<file path="config.mk">
export PLATFORM = sky130hd
export DESIGN_NAME = hsv_to_rgb_percent_unit_flat
export DESIGN_NICKNAME = d
export VERILOG_FILES = /design/src/sv/hsvrgb_pkg.sv /design/src/sv/hsvrgb_if.sv /design/src/sv/hsv_to_rgb_percent_unit.sv /design/src/flat_wrapper.sv
export VERILOG_INCLUDE_DIRS = /design/src /design/src/sv
export SDC_FILE = /design/constraint.sdc
export NUM_CORES = 2
export LEC_CHECK = 0
export BUFFER_PORTS_ARGS = -buffer_cell sky130_fd_sc_hd__buf_2
export CAP_MARGIN = 15
export CORE_ASPECT_RATIO = 0.6
export CORE_MARGIN = 3
export CORE_UTILIZATION = 62
export CTS_CLUSTER_SIZE = 10
export DETAILED_ROUTE_END_ITERATION = 16
export PLACE_DENSITY = 0.75
export SLEW_MARGIN = 20
export SYNTH_ARGS = -nofsm -noshare
export SYNTH_HDL_FRONTEND = slang
export SYNTH_SLANG_ARGS = --single-unit
</file>
<file path="constraint.sdc">
create_clock -name clk -period 17.6 [get_ports clk]
set_input_delay 1.76 -clock clk [delete_from_list [all_inputs] [get_ports clk]]
set_output_delay 1.76 -clock clk [all_outputs]
set_load 0.05 [all_outputs]
</file>
<file path="src/sv/hsv_to_rgb_percent_unit_assert.svh">
// ---------------------------------------------------------------------------
// hsv_to_rgb_percent_unit_assert.svh
// Assertion macros for the HSV to RGB converter. With SYNTH defined the
// macros expand to nothing.
// ---------------------------------------------------------------------------
`ifndef HSV_TO_RGB_PERCENT_UNIT_ASSERT_SVH
`define HSV_TO_RGB_PERCENT_UNIT_ASSERT_SVH

`ifndef SYNTH
// Property that must hold at every enabled clock edge.
`define HSVRGB_CHECK(label, clk, rst_n, prop) \
  label: assert property (@(posedge clk) disable iff (!rst_n) (prop)) \
    else $error("%m: check failed");
// Same-cycle implication.
`define HSVRGB_CHECK_IMPL(label, clk, rst_n, ante, cons) \
  label: assert property (@(posedge clk) disable iff (!rst_n) (ante) |-> (cons)) \
    else $error("%m: implication failed");
// Next-cycle implication.
`define HSVRGB_CHECK_NEXT(label, clk, rst_n, ante, cons) \
  label: assert property (@(posedge clk) disable iff (!rst_n) (ante) |=> (cons)) \
    else $error("%m: next-cycle implication failed");
`else
`define HSVRGB_CHECK(label, clk, rst_n, prop)
`define HSVRGB_CHECK_IMPL(label, clk, rst_n, ante, cons)
`define HSVRGB_CHECK_NEXT(label, clk, rst_n, ante, cons)
`endif

`endif

</file>
<file path="src/sv/hsvrgb_pkg.sv">
`timescale 1ns / 1ps
// ---------------------------------------------------------------------------
// hsvrgb_pkg
// Widths, constants and types shared by the HSV to RGB converter files.
// ---------------------------------------------------------------------------
package hsvrgb_pkg;

  localparam int HueW   = 9;
  localparam int PctW   = 7;
  localparam int ChanW  = 8;
  localparam int PackW  = 3 * ChanW;
  localparam int RemW   = 6;
  localparam int ProdW  = 14;   // product of two percentages, up to 10000
  localparam int LevelW = 20;   // channel level scaled by 6000, up to 600000
  localparam int RecipW = 21;
  localparam int QuotW  = 9;    // unsaturated byte value, up to 256
  localparam int QuotLo = 32;   // fraction bits of the reciprocal

  localparam logic [HueW-1:0]   HueWrap    = 9'd360;
  localparam logic [HueW-1:0]   SectorSpan = 9'd60;
  localparam logic [PctW-1:0]   PctMax     = 7'd100;
  localparam logic [LevelW-1:0] LevelScale = 20'd6000;
  localparam logic [LevelW-1:0] MinScale   = 20'd60;
  // 4 * ceil(2^32 / 9375): level * 256 / 600000 == level * 4 / 9375, exact
  // over the whole level range.
  localparam logic [RecipW-1:0] ByteRecip  = 21'd1832520;
  localparam logic [ChanW-1:0]  ChanMax    = 8'd255;

  typedef logic [LevelW-1:0] level_t;
  typedef logic [ChanW-1:0]  chan_t;

  // Color wheel sectors of 60 degrees each.
  typedef enum logic [2:0] {
    SecRedYellow    = 3'd0,
    SecYellowGreen  = 3'd1,
    SecGreenCyan    = 3'd2,
    SecCyanBlue     = 3'd3,
    SecBlueMagenta  = 3'd4,
    SecMagentaRed   = 3'd5
  } sector_t;

endpackage

</file>
<file path="src/sv/hsvrgb_if.sv">
`timescale 1ns / 1ps
// ---------------------------------------------------------------------------
// hsvrgb_in_if / hsvrgb_out_if
// Valid/ready channels carrying one HSV word in and one RGB word out.
// ---------------------------------------------------------------------------
interface hsvrgb_in_if
  import hsvrgb_pkg::*;
  ();
  logic            valid;
  logic            ready;
  logic [HueW-1:0] hue;
  logic [PctW-1:0] saturation;
  logic [PctW-1:0] brightness;

  modport source (output valid, output hue, output saturation, output brightness,
                  input ready);
  modport sink   (input valid, input hue, input saturation, input brightness,
                  output ready);
endinterface

interface hsvrgb_out_if
  import hsvrgb_pkg::*;
  ();
  logic             valid;
  logic             ready;
  logic [ChanW-1:0] red;
  logic [ChanW-1:0] green;
  logic [ChanW-1:0] blue;
  logic [PackW-1:0] packed_color;

  modport source (output valid, output red, output green, output blue,
                  output packed_color, input ready);
  modport sink   (input valid, input red, input green, input blue,
                  input packed_color, output ready);
endinterface

</file>
<file path="src/sv/hsv_to_rgb_percent_unit.sv">
`timescale 1ns / 1ps
// ---------------------------------------------------------------------------
// hsv_to_rgb_percent_unit
// Five-stage pipelined HSV (degrees, percent) to 8-bit RGB converter.
// ---------------------------------------------------------------------------
// The unit takes one word per clock while the output is not stalled. A word
// accepted at the input passes four internal register stages (s1 to s4) and
// is then presented from the output register. A new word can enter in every
// cycle while the output is not stalled, so the sustained rate is one word
// per cycle, set by the five register stages that all advance together.
// When the output is stalled the whole pipeline holds and in_hsv ready drops,
// so nothing is lost or repeated. Hue wraps modulo 360 and saturation and
// brightness above 100 are clamped to 100. Channel levels are computed
// exactly, scaled by 6000, then each becomes floor(level*256/600000)
// saturated at 255, so full brightness gives 255 rather than wrapping. The
// packed word holds blue in bits 23:16, green in 15:8 and red in 7:0.
`include "hsv_to_rgb_percent_unit_assert.svh"

module hsv_to_rgb_percent_unit
  import hsvrgb_pkg::*;
(
  input  logic          clk,
  input  logic          rst_n,
  hsvrgb_in_if.sink     in_hsv,
  hsvrgb_out_if.source  out_rgb
);

  // Valid bit of the output register.
  logic out_v_r;

  // Every stage moves forward whenever the output register is free or being
  // drained this cycle.
  logic adv;
  assign adv          = !out_v_r || out_rgb.ready;
  assign in_hsv.ready = adv;

  // -------------------------------------------------------------------------
  // Stage 1: wrap the hue, clamp the percentages, split hue into sector and
  // remainder with a bank of parallel compares.
  // -------------------------------------------------------------------------
  logic [HueW-1:0] hue_w;
  logic [2:0]      sec_num;
  sector_t         sec_nxt;
  logic [HueW-1:0] sec_base;
  logic [RemW-1:0] rem_nxt;
  logic [PctW-1:0] sat_nxt;
  logic [PctW-1:0] val_nxt;

  always_comb begin
    hue_w   = (in_hsv.hue >= HueWrap) ? in_hsv.hue - HueWrap : in_hsv.hue;
    sec_num = 3'(hue_w >= SectorSpan) + 3'(hue_w >= 9'(2 * SectorSpan))
            + 3'(hue_w >= 9'(3 * SectorSpan)) + 3'(hue_w >= 9'(4 * SectorSpan))
            + 3'(hue_w >= 9'(5 * SectorSpan));
    sec_nxt = sector_t'(sec_num);
    case (sec_nxt)
      SecRedYellow:   sec_base = '0;
      SecYellowGreen: sec_base = SectorSpan;
      SecGreenCyan:   sec_base = 9'(2 * SectorSpan);
      SecCyanBlue:    sec_base = 9'(3 * SectorSpan);
      SecBlueMagenta: sec_base = 9'(4 * SectorSpan);
      default:        sec_base = 9'(5 * SectorSpan);
    endcase
    rem_nxt = RemW'(hue_w - sec_base);
    sat_nxt = (in_hsv.saturation > PctMax) ? PctMax : in_hsv.saturation;
    val_nxt = (in_hsv.brightness > PctMax) ? PctMax : in_hsv.brightness;
  end

  logic            s1_v_r;
  sector_t         s1_sec_r;
  logic [RemW-1:0] s1_rem_r;
  logic [PctW-1:0] s1_sat_r;
  logic [PctW-1:0] s1_val_r;

  // -------------------------------------------------------------------------
  // Stage 2: maximum level and percentage products. S*V gives the slope, (100-S)*V the floor.
  // -------------------------------------------------------------------------
  logic             s2_v_r;
  sector_t          s2_sec_r;
  logic [RemW-1:0]  s2_rem_r;
  level_t           s2_lmax_r;
  logic [ProdW-1:0] s2_dv_r;
  logic [ProdW-1:0] s2_sv_r;

  // -------------------------------------------------------------------------
  // Stage 3: minimum level and the span that the remainder adds or removes.
  // The span never exceeds lmax - lmin because the remainder stays below 60.
  // -------------------------------------------------------------------------
  logic    s3_v_r;
  sector_t s3_sec_r;
  level_t  s3_lmax_r;
  level_t  s3_lmin_r;
  level_t  s3_span_r;

  // -------------------------------------------------------------------------
  // Stage 4: rising and falling edges and the six-sector channel table.
  // -------------------------------------------------------------------------
  level_t lrise;
  level_t lfall;
  level_t red_lvl;
  level_t green_lvl;
  level_t blue_lvl;

  always_comb begin
    lrise = s3_lmin_r + s3_span_r;
    lfall = s3_lmax_r - s3_span_r;
    case (s3_sec_r)
      SecRedYellow: begin
        red_lvl = s3_lmax_r; green_lvl = lrise;     blue_lvl = s3_lmin_r;
      end
      SecYellowGreen: begin
        red_lvl = lfall;     green_lvl = s3_lmax_r; blue_lvl = s3_lmin_r;
      end
      SecGreenCyan: begin
        red_lvl = s3_lmin_r; green_lvl = s3_lmax_r; blue_lvl = lrise;
      end
      SecCyanBlue: begin
        red_lvl = s3_lmin_r; green_lvl = lfall;     blue_lvl = s3_lmax_r;
      end
      SecBlueMagenta: begin
        red_lvl = lrise;     green_lvl = s3_lmin_r; blue_lvl = s3_lmax_r;
      end
      default: begin
        red_lvl = s3_lmax_r; green_lvl = s3_lmin_r; blue_lvl = lfall;
      end
    endcase
  end

  logic   s4_v_r;
  level_t s4_red_r;
  level_t s4_green_r;
  level_t s4_blue_r;

  // -------------------------------------------------------------------------
  // Stage 5 (output register): scale each level to a byte by a reciprocal
  // multiply, then saturate the single out-of-range value 256 to 255.
  // -------------------------------------------------------------------------
  function automatic chan_t to_byte(input level_t lvl);
    logic [LevelW+RecipW-1:0] prod;
    logic [QuotW-1:0]         quot;
    prod = (LevelW+RecipW)'(lvl) * (LevelW+RecipW)'(ByteRecip);
    quot = prod[QuotLo +: QuotW];
    return quot[QuotW-1] ? ChanMax : quot[ChanW-1:0];
  endfunction

  chan_t red_r;
  chan_t green_r;
  chan_t blue_r;

  // Valid bits: cleared by reset, shifted with the data.
  always_ff @(posedge clk) begin
    if (!rst_n) begin
      s1_v_r  <= 1'b0;
      s2_v_r  <= 1'b0;
      s3_v_r  <= 1'b0;
      s4_v_r  <= 1'b0;
      out_v_r <= 1'b0;
    end else if (adv) begin
      s1_v_r  <= in_hsv.valid;
      s2_v_r  <= s1_v_r;
      s3_v_r  <= s2_v_r;
      s4_v_r  <= s3_v_r;
      out_v_r <= s4_v_r;
    end
  end

  // Payload registers: no reset needed.
  always_ff @(posedge clk) begin
    if (adv) begin
      s1_sec_r   <= sec_nxt;
      s1_rem_r   <= rem_nxt;
      s1_sat_r   <= sat_nxt;
      s1_val_r   <= val_nxt;

      s2_sec_r   <= s1_sec_r;
      s2_rem_r   <= s1_rem_r;
      s2_lmax_r  <= LevelW'(s1_val_r) * LevelScale;
      s2_dv_r    <= ProdW'(PctMax - s1_sat_r) * ProdW'(s1_val_r);
      s2_sv_r    <= ProdW'(s1_sat_r) * ProdW'(s1_val_r);

      s3_sec_r   <= s2_sec_r;
      s3_lmax_r  <= s2_lmax_r;
      s3_lmin_r  <= LevelW'(s2_dv_r) * MinScale;
      s3_span_r  <= LevelW'(s2_sv_r) * LevelW'(s2_rem_r);

      s4_red_r   <= red_lvl;
      s4_green_r <= green_lvl;
      s4_blue_r  <= blue_lvl;

      red_r      <= to_byte(s4_red_r);
      green_r    <= to_byte(s4_green_r);
      blue_r     <= to_byte(s4_blue_r);
    end
  end

  assign out_rgb.valid        = out_v_r;
  assign out_rgb.red          = red_r;
  assign out_rgb.green        = green_r;
  assign out_rgb.blue         = blue_r;
  assign out_rgb.packed_color = {blue_r, green_r, red_r};

  // -------------------------------------------------------------------------
  // Checks
  // -------------------------------------------------------------------------
  // The rising edge never overshoots the maximum level.
  `HSVRGB_CHECK_IMPL(a_span_bound, clk, rst_n, s3_v_r,
                     (21'(s3_lmin_r) + 21'(s3_span_r)) <= 21'(s3_lmax_r))
  // Every selected level stays within full scale.
  `HSVRGB_CHECK_IMPL(a_level_bound, clk, rst_n, s4_v_r,
                     s4_red_r <= 20'(PctMax) * LevelScale
                     && s4_green_r <= 20'(PctMax) * LevelScale
                     && s4_blue_r <= 20'(PctMax) * LevelScale)
  // A stalled pipeline keeps the word waiting ahead of the output register.
  `HSVRGB_CHECK_NEXT(a_stall_hold, clk, rst_n, s4_v_r && !adv,
                     s4_v_r && $stable(s4_red_r) && $stable(s4_green_r)
                     && $stable(s4_blue_r))
  // A word in the last stage moves to the output when the pipeline advances.
  `HSVRGB_CHECK_NEXT(a_no_drop, clk, rst_n, s4_v_r && adv, out_v_r)

endmodule
</file>
<file path="src/flat_wrapper.sv">
// flat-port wrapper written by rule: the top's interface ports become plain ports
module hsv_to_rgb_percent_unit_flat import hsvrgb_pkg::*;
  (clk, rst_n, in_hsv_valid, in_hsv_hue, in_hsv_saturation, in_hsv_brightness, in_hsv_ready, out_rgb_valid, out_rgb_red, out_rgb_green, out_rgb_blue, out_rgb_packed_color, out_rgb_ready);
  hsvrgb_in_if in_hsv_i ();
  hsvrgb_out_if out_rgb_i ();
  input  logic clk;
  input  logic rst_n;
  input wire logic [$bits(in_hsv_i.valid)-1:0] in_hsv_valid;
  input wire logic [$bits(in_hsv_i.hue)-1:0] in_hsv_hue;
  input wire logic [$bits(in_hsv_i.saturation)-1:0] in_hsv_saturation;
  input wire logic [$bits(in_hsv_i.brightness)-1:0] in_hsv_brightness;
  output wire logic [$bits(in_hsv_i.ready)-1:0] in_hsv_ready;
  output wire logic [$bits(out_rgb_i.valid)-1:0] out_rgb_valid;
  output wire logic [$bits(out_rgb_i.red)-1:0] out_rgb_red;
  output wire logic [$bits(out_rgb_i.green)-1:0] out_rgb_green;
  output wire logic [$bits(out_rgb_i.blue)-1:0] out_rgb_blue;
  output wire logic [$bits(out_rgb_i.packed_color)-1:0] out_rgb_packed_color;
  input wire logic [$bits(out_rgb_i.ready)-1:0] out_rgb_ready;
  assign in_hsv_i.valid = in_hsv_valid;
  assign in_hsv_i.hue = in_hsv_hue;
  assign in_hsv_i.saturation = in_hsv_saturation;
  assign in_hsv_i.brightness = in_hsv_brightness;
  assign in_hsv_ready = in_hsv_i.ready;
  assign out_rgb_valid = out_rgb_i.valid;
  assign out_rgb_red = out_rgb_i.red;
  assign out_rgb_green = out_rgb_i.green;
  assign out_rgb_blue = out_rgb_i.blue;
  assign out_rgb_packed_color = out_rgb_i.packed_color;
  assign out_rgb_i.ready = out_rgb_ready;
  hsv_to_rgb_percent_unit u_core (.clk(clk), .rst_n(rst_n), .in_hsv(in_hsv_i), .out_rgb(out_rgb_i));
endmodule
</file>
Yosys cells after proc, flatten, opt, wreduce, memory -nomap -nowiden. Cells that the tools add are included.

Output and inout port bits: 50. Memories: 0. Memory bits (read-only): 0. Word-level logic and storage cells: 70. Input bits: 27. RAM bits: 0. Flip-flop bits (word level): 222. Latch bits: 0.

Reductions and logical operators: 8. Multiply operators: 8. Bitwise operators: 0. Eq/ne operators: 8. Shifts and indexed selects: 0. Mux-type cells: 5. Divide/modulo/power cells: 0. $lt $le $gt $ge: 8. Add/subtract/negate cells: 9.

Operators by type and width (count): $pmux W20 S3 (3); $mul A20 B18 Y38 const B (3); $pmux W6 S5 (1); $add A20 B20 Y20 (1); $mul A14 B6 Y20 (1); $sub A20 B20 Y20 (1); $ge A9 B8 Y1 const B (2); $ge A9 B9 Y1 const B (2); $mul A14 B4 Y18 const B (1); $mul A7 B9 Y16 const B (1); $gt A7 B7 Y1 const B (2); $mul A14 B7 Y14 (1); $mul A7 B7 Y14 (1); $eq A3 B2 Y1 const B (4); $add A3 B1 Y3 (3); $ge A9 B6 Y1 const B (1); $ge A9 B7 Y1 const B (1); $mux W9 (1); $sub A9 B9 Y9 const B (1); $reduce_or A2 Y1 (4); $sub A7 B7 Y8 const A (1); $eq A3 B1 Y1 const B (2); $eq A3 B3 Y1 const B (2); $logic_not A3 Y1 (2); other kinds (4) (4).

Logic depth before layout (Yosys ltp).
Word-level depth: 10. Mapped depth: 25. Depth with buffers taken out: 25.

Worst setup path before layout. Ideal clock, no wire load.

Path kind: input-to-output. Start: input port out_rgb_ready. End: output port in_hsv_ready. Buffers on the path: 0. Required time: 15840 ps. Arrival time: 6357 ps. Stages on the path: 2. Setup slack: 9483 ps. Path through: nor2b_1 -> inv_1.

Word-level cells in the longest chain between the ends: 1.

Ends and longest elaborated chain: start: declaration (RTL line flat_wrapper.sv:18) `input wire logic [$bits(out_rgb_i.ready)-1:0] out_rgb_ready;`; $logic_or A1 B1 Y1 (RTL line hsv_to_rgb_percent_unit.sv:34) `assign adv = !out_v_r || out_rgb.ready;`; end: declaration (RTL line flat_wrapper.sv:12) `output wire logic [$bits(in_hsv_i.ready)-1:0] in_hsv_ready;`.

Every way passes these cells.

Final worst setup path.
Start: register u_core.s4_blue_r[9]. End: register u_core.blue_r[6] (netlist: u_core.out_rgb.blue[6]), data pin.

Word-level cells in the longest chain between the ends: 1.

Ends and longest elaborated chain: start: declaration (RTL line hsv_to_rgb_percent_unit.sv:131) `level_t s4_blue_r;`; start signal: assignment (RTL line hsv_to_rgb_percent_unit.sv:187) `s4_blue_r <= blue_lvl;`; $mul A20 B18 Y38 (RTL line hsv_to_rgb_percent_unit.sv:140) `prod = (LevelW+RecipW)'(lvl) * (LevelW+RecipW)'(ByteRecip);`; end signal: assignment (RTL line hsv_to_rgb_percent_unit.sv:191) `blue_r <= to_byte(s4_blue_r);`; end: declaration (RTL line hsv_to_rgb_percent_unit.sv:147) `chan_t blue_r;`.

Every way passes these cells. A chain may end at the register's enable or synchronous reset.

==> flow_summary_export.csv <==
group,metric,value,unit
placed_design,port_buffers,76,
drt,route.detailed.drc,0,
timing,fmax,149,MHz
drt,dr.first_iter.drc_count,1983,
synthesis,async_reset_ff_share,0,%
timing,hold_viol_final,0,
worst_hold_path,hp-class,"flop to flop",
synthesis,yosysTopAreaCell,"fa_1",
worst_setup_path,startpoint,"u_core.s4_blue_r[9]",
timing,max_slew_margin,38.7,%
worst_hold_path,holdPathEnd,"u_core.s2_rem_r[3]",
synthesis,syn_nets,4809,
synthesis,synth_compound_area_share,7.50,%
worst_setup_path,timing.rr.end,"u_core.out_rgb.blue[6]",
global_route,grt_pass1_vias,25400,
worst_hold_path,min-delay-start,"u_core.s1_rem_r[3]",
drt,antenna_left,0,
cts,h-tree-depth,1,
cts,cts_setup_buffers,0,
die,die_w,322,um
worst_hold_path,min_path_cells,0,
worst_setup_path,end_kind,"flop",
layout,drive_gt1_share,4.34,%
cts,clock_path_buffers,3,
placed_design,post_dp_cell_area,38100,um2
synthesis,synth-warning-count,0,
die,io_pins,77,
cts,clkLatencyLatePin,590,ps
timing,period_share,38.1,%
placed_design,dpl.hpwl,69800,um
drt,vias_per_cell,5.54,
worst_setup_path,critPathLaunchType,"flop",
synthesis,synth-edff-count,216,
drt,route.final.wire_length,82100,um
synthesis,syn_area,37100,um2
synthesis,synth_xor_area_share,3.45,%
synthesis,syn_inst,3610,
worst_setup_path,rr_startpoint,"u_core.s4_blue_r[9]",
synthesis,synth_ff_type,"edfxtp_1",
cts,cts_sinks,221,
die,dieHeight,196,um
placed_design,place_congestion,0.985,
die,initial_utilization,63.6,%
global_route,grt_max_degree,102,
worst_setup_path,rrSetupSlack,10900,ps
global_route,antenna_found_initial,5,
layout,syn_to_final_growth,4.97,%
placed_design,post-place-ws,10550,ps
worst_setup_path,crit_required,17920,ps
synthesis,synth_adder_area_share,51.7,%
timing,slew_viol_final,0,
cts,cts_resized,0,
die,die_area,62900,um2
die,core-area,58400,um2
synthesis,ys_seq_area_share,17.7,%
cts,cts_hold_buf,0,
timing,finClkSkew,49.4,ps
synthesis,synth_mux_area_share,1.39,%
cts,clkTransAtPathRegs,60,ps
worst_setup_path,worstRegToRegCells,20,
synthesis,synth_top_family_by_area,"adder cells",
global_route,overflow,0,
worst_setup_path,crit_type,"flop to flop",
synthesis,synth_area_leaders,"fa_1 33%, ha_1 19%, edfxtp_1 17%",
worst_setup_path,cp_data_arrival_time,7020,ps
layout,n_antenna_cell,0,
cts,ctsRootBufferMaster,"clkbuf_16",
synthesis,synth_simple_gate_area_share,7.53,%
run_status,status,"finished clean",
timing,setup_viol,0,
drt,num_vias,24600,
timing,layout_min_cycle_time,6700,ps
global_route,grt_pass1_wl,137000,um
timing,worstMarginPinSlew,914,ps
die,rows,68,
drt,wl_per_cell,18.5,um
layout,utilization,66.7,%
drt,first_pass_iters,5,
layout,fin_nets,4847,
global_route,grt_usage,27.5,%
job,timing.max_cap.violations,0,
timing,rsz0062_at_grt,"false",
timing,tns,0,ps
synthesis,synth_top_area_share,32.6,%
synthesis,synth-seq-cells,221,
cts,cts_tree,"built",
cts,cts_inserted_buffers,28,
timing,setup_ws,10900,ps
synthesis,synth.distinct_cells,91,
worst_setup_path,cp_max_fo,8,
synthesis,avgSynthCellArea,10.3,um2
layout,design_area,39000,um2
cells by family after synthesis:
group / after synthesis
flip-flops: 221
AO/OA/AOI/OAI: 423
multiplexers: 50
AND/OR/NAND/NOR: 588
adder cells (fa/ha/maj): 1172
XOR/XNOR: 146
buffers and inverters: 1010
area by class of cell:
class                   count  area [um2]
multi-input cells        2379       26600
fillers                  4578       19400
flip-flops and latches    221        6590
clock inverters             6        86.3
repair buffers             89         478
clock buffers              40         766
inverters                 929        3490
well taps                 770         963
through the flow:
| step | hold slack [ps] | instances |
|---|---|---|
| 4_1_cts | 417 | 4434 |
| 5_1_grt | 419 | 4434 |
| 3_3_place_gp | 400 | 4388 |
| 3_5_place_dp | 405 | 4388 |
| 2_1_floorplan | 400 | 3610 |
| 6_report | 414 | 4434 |
synthesized netlist by cell type (all sizes together), types with 5 or more instances:
cell type,number
inv,928
fa,605
ha,567
nand2,224
edfxtp,216
a21oi,124
xnor2,112
nor2,109
o21ai,88
and2,79
clkbuf,46
nand3,45
a21o,44
mux2i,37
xor2,34
buf,33
nor3,27
o21bai,21
nand2b,18
and3,16
nor2b,16
a211oi,15
o21a,14
mux2,13
nand4,13
o211ai,12
or3,11
a22oi,10
a31oi,10
a211o,8
nor4,8
o22ai,7
or2,7
a2111oi,6
o311ai,6
a21boi,5
dfxtp,5
o31ai,5
o41ai,5
routing by layer:
| layer | part of all wire, % | routed length, um | vias to the layer above | track usage (%) |
|---|---|---|---|---|
| li1 | - | - | 11600 | - |
| met1 | 49 | 40000 | 12100 | 43.6 |
| met2 | 40 | 32400 | 779 | 37.7 |
| met3 | 10 | 8550 | 77 | 8.55 |
| met4 | 1.3 | 1070 | 10 | 3.44 |
| met5 | 0.084 | 69 | - | 0 |
cell usage in the layout, fill, tap and decap left out, drive strengths merged, types with 6 or more instances in the layout:
cell type and instances:
a2111oi 6, a211o 8, a211oi 15, a21o 44
a21oi 124, a22oi 10, a31oi 10, and2 79
and3 16, buf 89, clkbuf 40, edfxtp 216
fa 605, ha 567, inv 929, mux2 13
mux2i 37, nand2 224, nand2b 18, nand3 45
nand4 13, nor2 109, nor2b 16, nor3 27
nor4 8, o211ai 12, o21a 14, o21ai 88
o21bai 21, o22ai 7, o311ai 6, or2 7
or3 11, xnor2 112, xor2 34
registers in the layout, indices dropped and copies added (netlist names), 14 cells and up:
register,cells
u_core.s3_lmax_r,16
u_core.s4_green_r,20
u_core.s2_sv_r,14
u_core.s3_span_r,20
u_core.s3_lmin_r,18
u_core.s2_lmax_r,16
u_core.s4_red_r,20
u_core.s4_blue_r,20
how the worst max path moves through the flow:
stage          slack, ps                      end  cells past startpoint
3_3_place_gp       10710       u_core.s1_rem_r[5]                     25
5_1_grt            10540  u_core.out_rgb.green[4]                     20
3_5_place_dp       10550       u_core.s1_rem_r[5]                     25
6_report           10900   u_core.out_rgb.blue[6]                     20
4_1_cts            10920   u_core.out_rgb.blue[6]                     20
2_1_floorplan       9480             in_hsv_ready                      2
worst max-delay path: stages (launching register included):
cell,delay [ps]
edfxtp_1,410
inv_1,180
fa_1,630
inv_1,70
fa_1,480
inv_1,60
fa_1,530
inv_1,50
fa_1,500
fa_1,540
inv_1,60
fa_1,530
inv_1,40
ha_1,290
nand3_1,70
or3_1,310
a211o_1,400
a21oi_1,450
or2_1,250
a211oi_2,180
or3_1,440
Power is not shown: default switching activity piles up to over one toggle a cycle in this logic, so the estimate is an artifact.
